<file path="src/sv/rsc_pkg.sv">
`timescale 1ns / 1ps
// Shared types and constants of the RPN stack calculator.
// No dependencies; imported by every module of the block.
package rsc_pkg;

   localparam int DATA_W          = 32;
   localparam int FRAC_W          = 16;
   localparam int DEPTH_W         = 5;
   localparam int STATUS_W        = 2;
   localparam int STACK_DEPTH_DEF = 16;

   localparam logic REQ_PUSH  = 1'b0;
   localparam logic REQ_APPLY = 1'b1;

   localparam logic signed [DATA_W-1:0] VAL_MAX = {1'b0, {(DATA_W-1){1'b1}}};
   localparam logic signed [DATA_W-1:0] VAL_MIN = {1'b1, {(DATA_W-1){1'b0}}};

   typedef enum logic [1:0] {
      OP_ADD = 2'd0,
      OP_SUB = 2'd1,
      OP_MUL = 2'd2,
      OP_DIV = 2'd3
   } op_type;

   typedef enum logic [STATUS_W-1:0] {
      ST_OK   = 2'd0,
      ST_FEW  = 2'd1,
      ST_FULL = 2'd2,
      ST_DIV0 = 2'd3
   } status_type;

   typedef struct packed {
      logic                     start;
      op_type                   op;
      logic signed [DATA_W-1:0] first;
      logic signed [DATA_W-1:0] second;
   } arith_req_type;

   typedef struct packed {
      logic                     done;
      logic signed [DATA_W-1:0] value;
   } arith_rsp_type;

endpackage

</file>
<file path="src/sv/rsc_stack_ram.sv">
`timescale 1ns / 1ps
// Operand store: one write port, one read port with registered data.
// Depends on rsc_pkg.
module rsc_stack_ram import rsc_pkg::*; #(
   parameter int DEPTH = STACK_DEPTH_DEF
) (
   input  logic                       clock,
   input  logic                       wr_en,
   input  logic [$clog2(DEPTH)-1:0]   wr_addr,
   input  logic signed [DATA_W-1:0]   wr_data,
   input  logic                       rd_en,
   input  logic [$clog2(DEPTH)-1:0]   rd_addr,
   output logic signed [DATA_W-1:0]   rd_data
);

   logic signed [DATA_W-1:0] store_ff [DEPTH];
   logic signed [DATA_W-1:0] rd_data_ff;

   always_ff @(posedge clock) begin
      if (wr_en) begin
         store_ff[wr_addr] <= wr_data;
      end
   end

   always_ff @(posedge clock) begin
      if (rd_en) begin
         rd_data_ff <= store_ff[rd_addr];
      end
   end

   assign rd_data = rd_data_ff;

endmodule

</file>
<file path="src/sv/rsc_arith.sv">
`timescale 1ns / 1ps
// Saturating Q16.16 arithmetic: registered add/sub, two-stage multiply,
// radix-2 restoring divide. Depends on rsc_pkg.
module rsc_arith import rsc_pkg::*; (
   input  logic          clock,
   input  logic          reset,
   input  arith_req_type arith_req,
   output arith_rsp_type arith_rsp
);

   localparam int CNT_W = $clog2(DATA_W);

   typedef enum logic [3:0] {
      A_IDLE = 4'b0001,
      A_MUL  = 4'b0010,
      A_DIV  = 4'b0100,
      A_FIN  = 4'b1000
   } arith_state_type;

   arith_state_type            state_ff, state_in;
   logic                       done_ff, done_in;
   logic signed [DATA_W-1:0]   value_ff, value_in;
   logic signed [2*DATA_W-1:0] prod_ff, prod_in;
   logic [DATA_W:0]            rem_ff, rem_in;
   logic [DATA_W-1:0]          dvd_ff, dvd_in;
   logic [DATA_W-1:0]          dvs_ff, dvs_in;
   logic [DATA_W-1:0]          quo_ff, quo_in;
   logic                       neg_ff, neg_in;
   logic                       ovf_ff, ovf_in;
   logic [CNT_W-1:0]           cnt_ff, cnt_in;

   logic signed [DATA_W:0]       sum_w, dif_w;
   logic [DATA_W-1:0]            abs_f, abs_s;
   logic [2*DATA_W-FRAC_W-1:0]   mq;
   logic                         mq_adj;
   logic [DATA_W:0]              shifted;
   logic [DATA_W+1:0]            trial;
   logic [DATA_W-1:0]            neg_q;

   function automatic logic signed [DATA_W-1:0] sat_wide(input logic signed [DATA_W:0] v);
      if (v[DATA_W] != v[DATA_W-1]) begin
         return v[DATA_W] ? VAL_MIN : VAL_MAX;
      end
      return v[DATA_W-1:0];
   endfunction

   always_comb begin
      sum_w   = {arith_req.first[DATA_W-1], arith_req.first}
              + {arith_req.second[DATA_W-1], arith_req.second};
      dif_w   = {arith_req.first[DATA_W-1], arith_req.first}
              - {arith_req.second[DATA_W-1], arith_req.second};
      abs_f   = arith_req.first[DATA_W-1] ? (~arith_req.first + 1'b1) : arith_req.first;
      abs_s   = arith_req.second[DATA_W-1] ? (~arith_req.second + 1'b1) : arith_req.second;
      mq_adj  = prod_ff[2*DATA_W-1] && (prod_ff[FRAC_W-1:0] != '0);
      mq      = prod_ff[2*DATA_W-1:FRAC_W] + {{(2*DATA_W-FRAC_W-1){1'b0}}, mq_adj};
      shifted = {rem_ff[DATA_W-1:0], dvd_ff[DATA_W-1]};
      trial   = {1'b0, shifted} - {2'b00, dvs_ff};
      neg_q   = ~quo_ff + 1'b1;

      state_in = state_ff;
      done_in  = 1'b0;
      value_in = value_ff;
      prod_in  = prod_ff;
      rem_in   = rem_ff;
      dvd_in   = dvd_ff;
      dvs_in   = dvs_ff;
      quo_in   = quo_ff;
      neg_in   = neg_ff;
      ovf_in   = ovf_ff;
      cnt_in   = cnt_ff;

      unique case (state_ff)
         A_IDLE: begin
            if (arith_req.start) begin
               case (arith_req.op)
                  OP_ADD: begin
                     value_in = sat_wide(sum_w);
                     done_in  = 1'b1;
                  end
                  OP_SUB: begin
                     value_in = sat_wide(dif_w);
                     done_in  = 1'b1;
                  end
                  OP_MUL: begin
                     prod_in  = arith_req.first * arith_req.second;
                     state_in = A_MUL;
                  end
                  default: begin
                     ovf_in   = {{FRAC_W{1'b0}}, abs_f[DATA_W-1:FRAC_W]} >= abs_s;
                     rem_in   = {{(FRAC_W+1){1'b0}}, abs_f[DATA_W-1:FRAC_W]};
                     dvd_in   = {abs_f[FRAC_W-1:0], {(DATA_W-FRAC_W){1'b0}}};
                     dvs_in   = abs_s;
                     quo_in   = '0;
                     neg_in   = arith_req.first[DATA_W-1] ^ arith_req.second[DATA_W-1];
                     cnt_in   = '0;
                     state_in = ovf_in ? A_FIN : A_DIV;
                  end
               endcase
            end
         end
         A_MUL: begin
            if (mq[2*DATA_W-FRAC_W-1:DATA_W-1] == '0 ||
                mq[2*DATA_W-FRAC_W-1:DATA_W-1] == '1) begin
               value_in = mq[DATA_W-1:0];
            end else begin
               value_in = mq[2*DATA_W-FRAC_W-1] ? VAL_MIN : VAL_MAX;
            end
            done_in  = 1'b1;
            state_in = A_IDLE;
         end
         A_DIV: begin
            if (!trial[DATA_W+1]) begin
               rem_in = trial[DATA_W:0];
            end else begin
               rem_in = shifted;
            end
            quo_in = {quo_ff[DATA_W-2:0], !trial[DATA_W+1]};
            dvd_in = {dvd_ff[DATA_W-2:0], 1'b0};
            cnt_in = cnt_ff + 1'b1;
            if (cnt_ff == CNT_W'(DATA_W-1)) begin
               state_in = A_FIN;
            end
         end
         A_FIN: begin
            if (neg_ff) begin
               value_in = (ovf_ff || (quo_ff[DATA_W-1] && quo_ff[DATA_W-2:0] != '0))
                        ? VAL_MIN : neg_q;
            end else begin
               value_in = (ovf_ff || quo_ff[DATA_W-1]) ? VAL_MAX : quo_ff;
            end
            done_in  = 1'b1;
            state_in = A_IDLE;
         end
         default: begin
            state_in = A_IDLE;
         end
      endcase
   end

   always_ff @(posedge clock) begin
      if (reset) begin
         state_ff <= A_IDLE;
         done_ff  <= 1'b0;
      end else begin
         state_ff <= state_in;
         done_ff  <= done_in;
      end
   end

   always_ff @(posedge clock) begin
      value_ff <= value_in;
      prod_ff  <= prod_in;
      rem_ff   <= rem_in;
      dvd_ff   <= dvd_in;
      dvs_ff   <= dvs_in;
      quo_ff   <= quo_in;
      neg_ff   <= neg_in;
      ovf_ff   <= ovf_in;
      cnt_ff   <= cnt_in;
   end

   assign arith_rsp.done  = done_ff;
   assign arith_rsp.value = value_ff;

endmodule

</file>
<file path="src/sv/rpn_stack_calculator.sv">
`timescale 1ns / 1ps
// RPN stack calculator top: control, top-of-stack register, result register.
// Push, too few operands, full stack, divide by zero: result valid the cycle after accept.
// Add/sub, multiply and divide pass S_READ, S_CALC, then S_WB (divide: 32-step loop).
// Pushes go one per cycle while results are taken; an operation holds input until its result.
// Reset empties the stack and drops any pending result; the store itself is not cleared.
module rpn_stack_calculator import rsc_pkg::*; #(
   parameter int STACK_DEPTH = STACK_DEPTH_DEF
) (
   input  logic                     clock,
   input  logic                     reset,
   input  logic                     req_valid,
   output logic                     req_ready,
   input  logic                     req_type,
   input  logic signed [DATA_W-1:0] req_operand_value,
   input  logic [1:0]               req_op_code,
   output logic                     rsp_valid,
   input  logic                     rsp_ready,
   output logic signed [DATA_W-1:0] rsp_top_value,
   output logic [DEPTH_W-1:0]       rsp_stack_depth,
   output logic [STATUS_W-1:0]      rsp_status
);

   localparam int CW = $clog2(STACK_DEPTH + 1);
   localparam int AW = $clog2(STACK_DEPTH);

   typedef enum logic [3:0] {
      S_IDLE = 4'b0001,
      S_READ = 4'b0010,
      S_CALC = 4'b0100,
      S_WB   = 4'b1000
   } state_type;

   state_type                state_ff, state_in;
   logic [CW-1:0]            count_ff, count_in;
   logic signed [DATA_W-1:0] top_ff, top_in;
   op_type                   op_ff, op_in;
   logic signed [DATA_W-1:0] second_ff, second_in;
   logic signed [DATA_W-1:0] res_ff, res_in;
   logic                     rsp_valid_ff, rsp_valid_in;
   logic signed [DATA_W-1:0] rsp_top_ff, rsp_top_in;
   logic [DEPTH_W-1:0]       rsp_depth_ff, rsp_depth_in;
   status_type               rsp_status_ff, rsp_status_in;

   logic                     slot_free, req_fire, full, few;
   logic [CW-1:0]            cnt_m1, cnt_m2;
   logic                     wr_en, rd_en;
   logic [AW-1:0]            wr_addr, rd_addr;
   logic signed [DATA_W-1:0] wr_data, rd_data;
   arith_req_type            arith_req;
   arith_rsp_type            arith_rsp;

   function automatic logic [DEPTH_W-1:0] depth_field(input logic [CW-1:0] c);
      logic [CW+DEPTH_W-1:0] w;
      w = {{DEPTH_W{1'b0}}, c};
      return w[DEPTH_W-1:0];
   endfunction

   assign slot_free = !rsp_valid_ff || rsp_ready;
   assign req_ready = (state_ff == S_IDLE) && slot_free;
   assign req_fire  = req_valid && req_ready;
   assign full      = count_ff == CW'(STACK_DEPTH);
   assign few       = count_ff < CW'(2);
   assign cnt_m1    = count_ff - CW'(1);
   assign cnt_m2    = count_ff - CW'(2);

   always_comb begin
      state_in         = state_ff;
      count_in         = count_ff;
      top_in           = top_ff;
      op_in            = op_ff;
      second_in        = second_ff;
      res_in           = res_ff;
      rsp_valid_in     = rsp_valid_ff && !rsp_ready;
      rsp_top_in       = rsp_top_ff;
      rsp_depth_in     = rsp_depth_ff;
      rsp_status_in    = rsp_status_ff;
      wr_en            = 1'b0;
      wr_addr          = cnt_m2[AW-1:0];
      wr_data          = res_ff;
      rd_en            = 1'b0;
      rd_addr          = cnt_m2[AW-1:0];
      arith_req.start  = 1'b0;
      arith_req.op     = op_ff;
      arith_req.first  = rd_data;
      arith_req.second = second_ff;

      unique case (state_ff)
         S_IDLE: begin
            if (req_fire) begin
               rsp_valid_in = 1'b1;
               rsp_top_in   = (count_ff == '0) ? '0 : top_ff;
               rsp_depth_in = depth_field(count_ff);
               if (req_type == REQ_PUSH) begin
                  if (full) begin
                     rsp_status_in = ST_FULL;
                  end else begin
                     wr_en         = 1'b1;
                     wr_addr       = count_ff[AW-1:0];
                     wr_data       = req_operand_value;
                     count_in      = count_ff + CW'(1);
                     top_in        = req_operand_value;
                     rsp_top_in    = req_operand_value;
                     rsp_depth_in  = depth_field(count_ff + CW'(1));
                     rsp_status_in = ST_OK;
                  end
               end else if (few) begin
                  rsp_status_in = ST_FEW;
               end else if (op_type'(req_op_code) == OP_DIV && top_ff == '0) begin
                  rsp_status_in = ST_DIV0;
               end else begin
                  rsp_valid_in = 1'b0;
                  rd_en        = 1'b1;
                  op_in        = op_type'(req_op_code);
                  second_in    = top_ff;
                  state_in     = S_READ;
               end
            end
         end
         S_READ: begin
            arith_req.start = 1'b1;
            state_in        = S_CALC;
         end
         S_CALC: begin
            if (arith_rsp.done) begin
               res_in   = arith_rsp.value;
               state_in = S_WB;
            end
         end
         S_WB: begin
            if (slot_free) begin
               wr_en         = 1'b1;
               count_in      = cnt_m1;
               top_in        = res_ff;
               rsp_valid_in  = 1'b1;
               rsp_top_in    = res_ff;
               rsp_depth_in  = depth_field(cnt_m1);
               rsp_status_in = ST_OK;
               state_in      = S_IDLE;
            end
         end
         default: begin
            state_in = S_IDLE;
         end
      endcase
   end

   always_ff @(posedge clock) begin
      if (reset) begin
         state_ff     <= S_IDLE;
         count_ff     <= '0;
         rsp_valid_ff <= 1'b0;
      end else begin
         state_ff     <= state_in;
         count_ff     <= count_in;
         rsp_valid_ff <= rsp_valid_in;
      end
   end

   always_ff @(posedge clock) begin
      top_ff        <= top_in;
      op_ff         <= op_in;
      second_ff     <= second_in;
      res_ff        <= res_in;
      rsp_top_ff    <= rsp_top_in;
      rsp_depth_ff  <= rsp_depth_in;
      rsp_status_ff <= rsp_status_in;
   end

   rsc_stack_ram #(
      .DEPTH (STACK_DEPTH)
   ) u_stack_ram (
      .clock   (clock),
      .wr_en   (wr_en),
      .wr_addr (wr_addr),
      .wr_data (wr_data),
      .rd_en   (rd_en),
      .rd_addr (rd_addr),
      .rd_data (rd_data)
   );

   rsc_arith u_arith (
      .clock     (clock),
      .reset     (reset),
      .arith_req (arith_req),
      .arith_rsp (arith_rsp)
   );

   assign rsp_valid       = rsp_valid_ff;
   assign rsp_top_value   = rsp_top_ff;
   assign rsp_stack_depth = rsp_depth_ff;
   assign rsp_status      = rsp_status_ff;

   a_state_onehot: assert property (@(posedge clock) disable iff (reset)
      $onehot(state_ff))
      else $error("control state not one-hot");

   a_count_bound: assert property (@(posedge clock) disable iff (reset)
      count_ff <= CW'(STACK_DEPTH))
      else $error("entry count beyond stack depth");

   a_read_two: assert property (@(posedge clock) disable iff (reset)
      state_ff == S_READ |-> count_ff >= CW'(2))
      else $error("operand read with fewer than two entries");

   a_done_calc: assert property (@(posedge clock) disable iff (reset)
      arith_rsp.done |-> state_ff == S_CALC)
      else $error("arithmetic result outside calc state");

   a_push_grows: assert property (@(posedge clock) disable iff (reset)
      req_fire && req_type == REQ_PUSH && !full |=> count_ff == $past(count_ff) + CW'(1))
      else $error("push did not grow the stack");

   a_wb_shrinks: assert property (@(posedge clock) disable iff (reset)
      state_ff == S_WB && slot_free |=> rsp_valid && count_ff == $past(count_ff) - CW'(1))
      else $error("write-back did not pop and report");

endmodule

</file>
<file path="config.mk">
export PLATFORM = sky130hd
export DESIGN_NAME = rpn_stack_calculator
export DESIGN_NICKNAME = d
export VERILOG_FILES = /design/src/sv/rsc_pkg.sv /design/src/sv/rsc_stack_ram.sv /design/src/sv/rsc_arith.sv /design/src/sv/rpn_stack_calculator.sv
export SDC_FILE = /design/constraint.sdc
export NUM_CORES = 2
export LEC_CHECK = 0
export BUFFER_PORTS_ARGS = -buffer_cell sky130_fd_sc_hd__buf_2
export CORE_AREA = 2 2 368 370
export CTS_CLUSTER_SIZE = 20
export DETAILED_ROUTE_END_ITERATION = 8
export DIE_AREA = 0 0 370 372
export PLACE_DENSITY = 0.81
export SLEW_MARGIN = 0
export SYNTH_ARGS = -nofsm -noshare
export SYNTH_HDL_FRONTEND = slang
export SYNTH_SLANG_ARGS = --single-unit
</file>
<file path="constraint.sdc">
create_clock -name clock -period 22.9 [get_ports clock]
set_input_delay 6.87 -clock clock [delete_from_list [all_inputs] [get_ports clock]]
set_output_delay 6.87 -clock clock [all_outputs]
set_load 0.02 [all_outputs]
</file>
==> metrics.md <==
| Metric | Value |
|---|---|
| Core area | 134,000 um2 |
| DRC viols | 0 |
| CTS clk-pin slew, worst paths | 60 ps |
| Fin. Hold Viols | 0 |
| GPL Wtd Cong | 0.973 |
| WP data required | 16,030 ps |
| Syn Inst Count | 7,058 |
| Area Overhead vs Synth | 6.63% |
| Crit-path max FO | 5 |
| IO Pins | 80 |
| Cell taking the most area after synthesis | edfxtp_1 |
| Row cnt | 135 |
| Worst setup SP type | input pin |
| Gates resized, CTS repair | 0 |
| Number of synthesized flops with an enable pin | 896 |
| Antenna violations before repair | 22 |
| Starting Density | 59.3% |
| Total Wirelength | 240,000 um |
| Mean post-synth cell area | 11.3 um2 |
| Fin cells | 8,835 |
| Via density | 6.44 |
| Asr flop ratio synth | 0% |
| Final period util | 63.0% |
| Worst EP arrival | 7560 ps |
| Synth top area share | 33.8% |
| Setup Skew | 101 ps |
| DIE AREA | 138,000 um2 |
| Total setup buffers inserted after CTS | 0 |
| First-pass GRT wire length | 363,000 um |
| #FFs+latches synth | 911 |
| Outcome | complete, no violations |
| Final nets | 8,405 |
| CTS tree | built |
| Worst r2r src | u_stack_ram.rd_data[10] |
| Max-cap violation count | 0 |
| CTS sink count | 911 |
| CTS Hold Bufs | 0 |
| Multi-input logic area | 46,900 um2 |
| Port bufs | 79 |
| Synth warn | 0 |
| Type of the worst min-delay path | reg -> reg |
| Max Freq | 69.3 MHz |
| Largest net degree at the start of global routing | 83 |
| Via count | 56,885 |
| Reg2reg path depth | 26 |
| H-Tree Depth | 3 |
| Setup violators final | 0 |
| Netlist cell types | 85 |
| Clock Latency Late Sink | 760 ps |
| Grt ovf | 0 |
| Worst Hold Depth | 0 |
| Number of fill cells | 9,678 |
| Placed insts | 8,660 |
| Die height | 372 um |
| Sequential area share after synthesis | 34.2% |
| Wire per inst | 27.1 um |
| Root buf cell | clkbuf_16 |
| Setup Crit Path Kind | in -> out |
| Final Slew Violations | 0 |
| Top FF cell, synth | edfxtp_1 |
| Worst slew pin tran | 1410 ps |
| Vias in the first global route | 59,664 |
| Hold Startpoint | u_arith.value_ff[0] |
| Num CTS Buffers | 91 |
| Synth Net Count | 8,491 |
| Commonest cells after routing, fill and taps aside | 1,125 x inv_1, 1,085 x fa_1, 896 x edfxtp_1, 752 x nand2_1, 502 x and2_1 |
| Total GRT Usage | 35.5% |
| ANT nets after route | 0 |
| Period minus WS final | 14,430 ps |
| Clk buf depth | 3 |
| Register Area | 27,200 um2 |
| CP startpoint | rsp_ready |
| Most common cell after layout, fill and taps aside | inv_1 |
| Largest cells by area after synthesis | edfxtp_1 34%, fa_1 27%, inv_1 5.3% |
| Initial DRT Pass Iterations | 9 |
| Post-DP HPWL | 160,000 um |
| Initial DRC Count | 7,172 |
| Die X | 370 um |
| Layout cell share with drive strength beyond 1 | 8.31% |
| Setup TNS | 0 ps |
| RSZ-0062 raised after global routing | false |
| Cell Area, Synth | 79,600 um2 |
| Relative slew slack | 5.03% |
| CP Capture Type | output port |
-- per-layer routing --
layer / global-route usage (%) / wire (um)
met4: 22.5 / 18200
met5: 0.210 / 126
met2: 55.6 / 111000
met3: 8.84 / 30500
met1: 44.5 / 80100
-- metrics by stage --
step	util (%)	hold WS, ps	area (um2)	worst slack [ps]
finish	63.2	422	84900	8470
global route	63.2	440	84900	8450
CTS	63.2	420	84800	8470
detailed placement	61.0	405	82000	8500
global placement	61.0	403	82000	8530
floorplan	-	400	79600	8770
-- critical path: stages --
cell,delay [ps]
buf_2,100
nand2b_1,230
and2_1,200
buf_2,160
-- flip-flops by register name (all words and copies together), names as in the netlist, 5 cells and up --
name and count:
rsp_top_value 32, u_arith.value_ff 32, second_ff 32, rsp_stack_depth 5, u_arith.dvd_ff 16, u_arith.prod_ff 64, u_stack_ram.rd_data 32, res_ff 32
count_ff 5, u_arith.rem_ff 32, u_arith.dvs_ff 32, u_stack_ram.store_ff 512, u_arith.quo_ff 32, u_arith.cnt_ff 5, top_ff 32
-- final cells by class --
type | instances | area share [%]
Sequential cell | 911 | 32.1
Antenna cell | 11 | 0.0324
Tap cell | 1781 | 2.63
Clock buffer | 112 | 2.80
Multi-Input combinational cell | 4634 | 55.3
Clock inverter | 52 | 0.615
Inverter | 1129 | 4.99
Timing Repair Buffer | 205 | 1.58
-- cells in the mapped netlist (all sizes together) (8+ instances only) --
cell	n
o21ai	165
inv	1125
nand4	36
o21a	19
mux2i	21
clkbuf	349
and3	28
and2	502
or3	31
mux4	160
nand2b	44
a21oi	288
or2	9
nor3b	9
xor2	76
mux2	34
nor4b	8
xnor2	171
nand3	67
a21o	67
a22oi	40
fa	1085
o311ai	16
nand3b	8
dfxtp	15
nor2	294
nand2	754
a211oi	23
nor4	36
a2111oi	9
edfxtp	896
nor3	68
o41ai	10
ha	309
o221ai	13
nor2b	26
a31oi	35
buf	35
o211ai	12
o21bai	27
o31ai	43
or4	17
-- logic make-up (layout without fill, tap and decap cells) --
group,count (synthesis),after routing,synth area share (%)
flip-flops,911,911,34.2
AO/OA/AOI/OAI,824,824,6.49
AND/OR/NAND/NOR,1954,1954,12.0
other,0,11,0
XOR/XNOR,247,247,2.72
adder cells (fa/ha/maj),1394,1394,32.1
buffers and inverters,1513,1498,7.16
multiplexers,215,215,5.27
-- final timing paths --
check	to	slack [ps]
worst max-delay path	req_ready	8470
worst min-delay path	res_ff[0]	420
worst max register to register	u_arith.prod_ff[60]	12430
worst min register to register	res_ff[0]	420
Power is not shown: default switching activity piles up to over one toggle a cycle in this logic, so the estimate is an artifact.
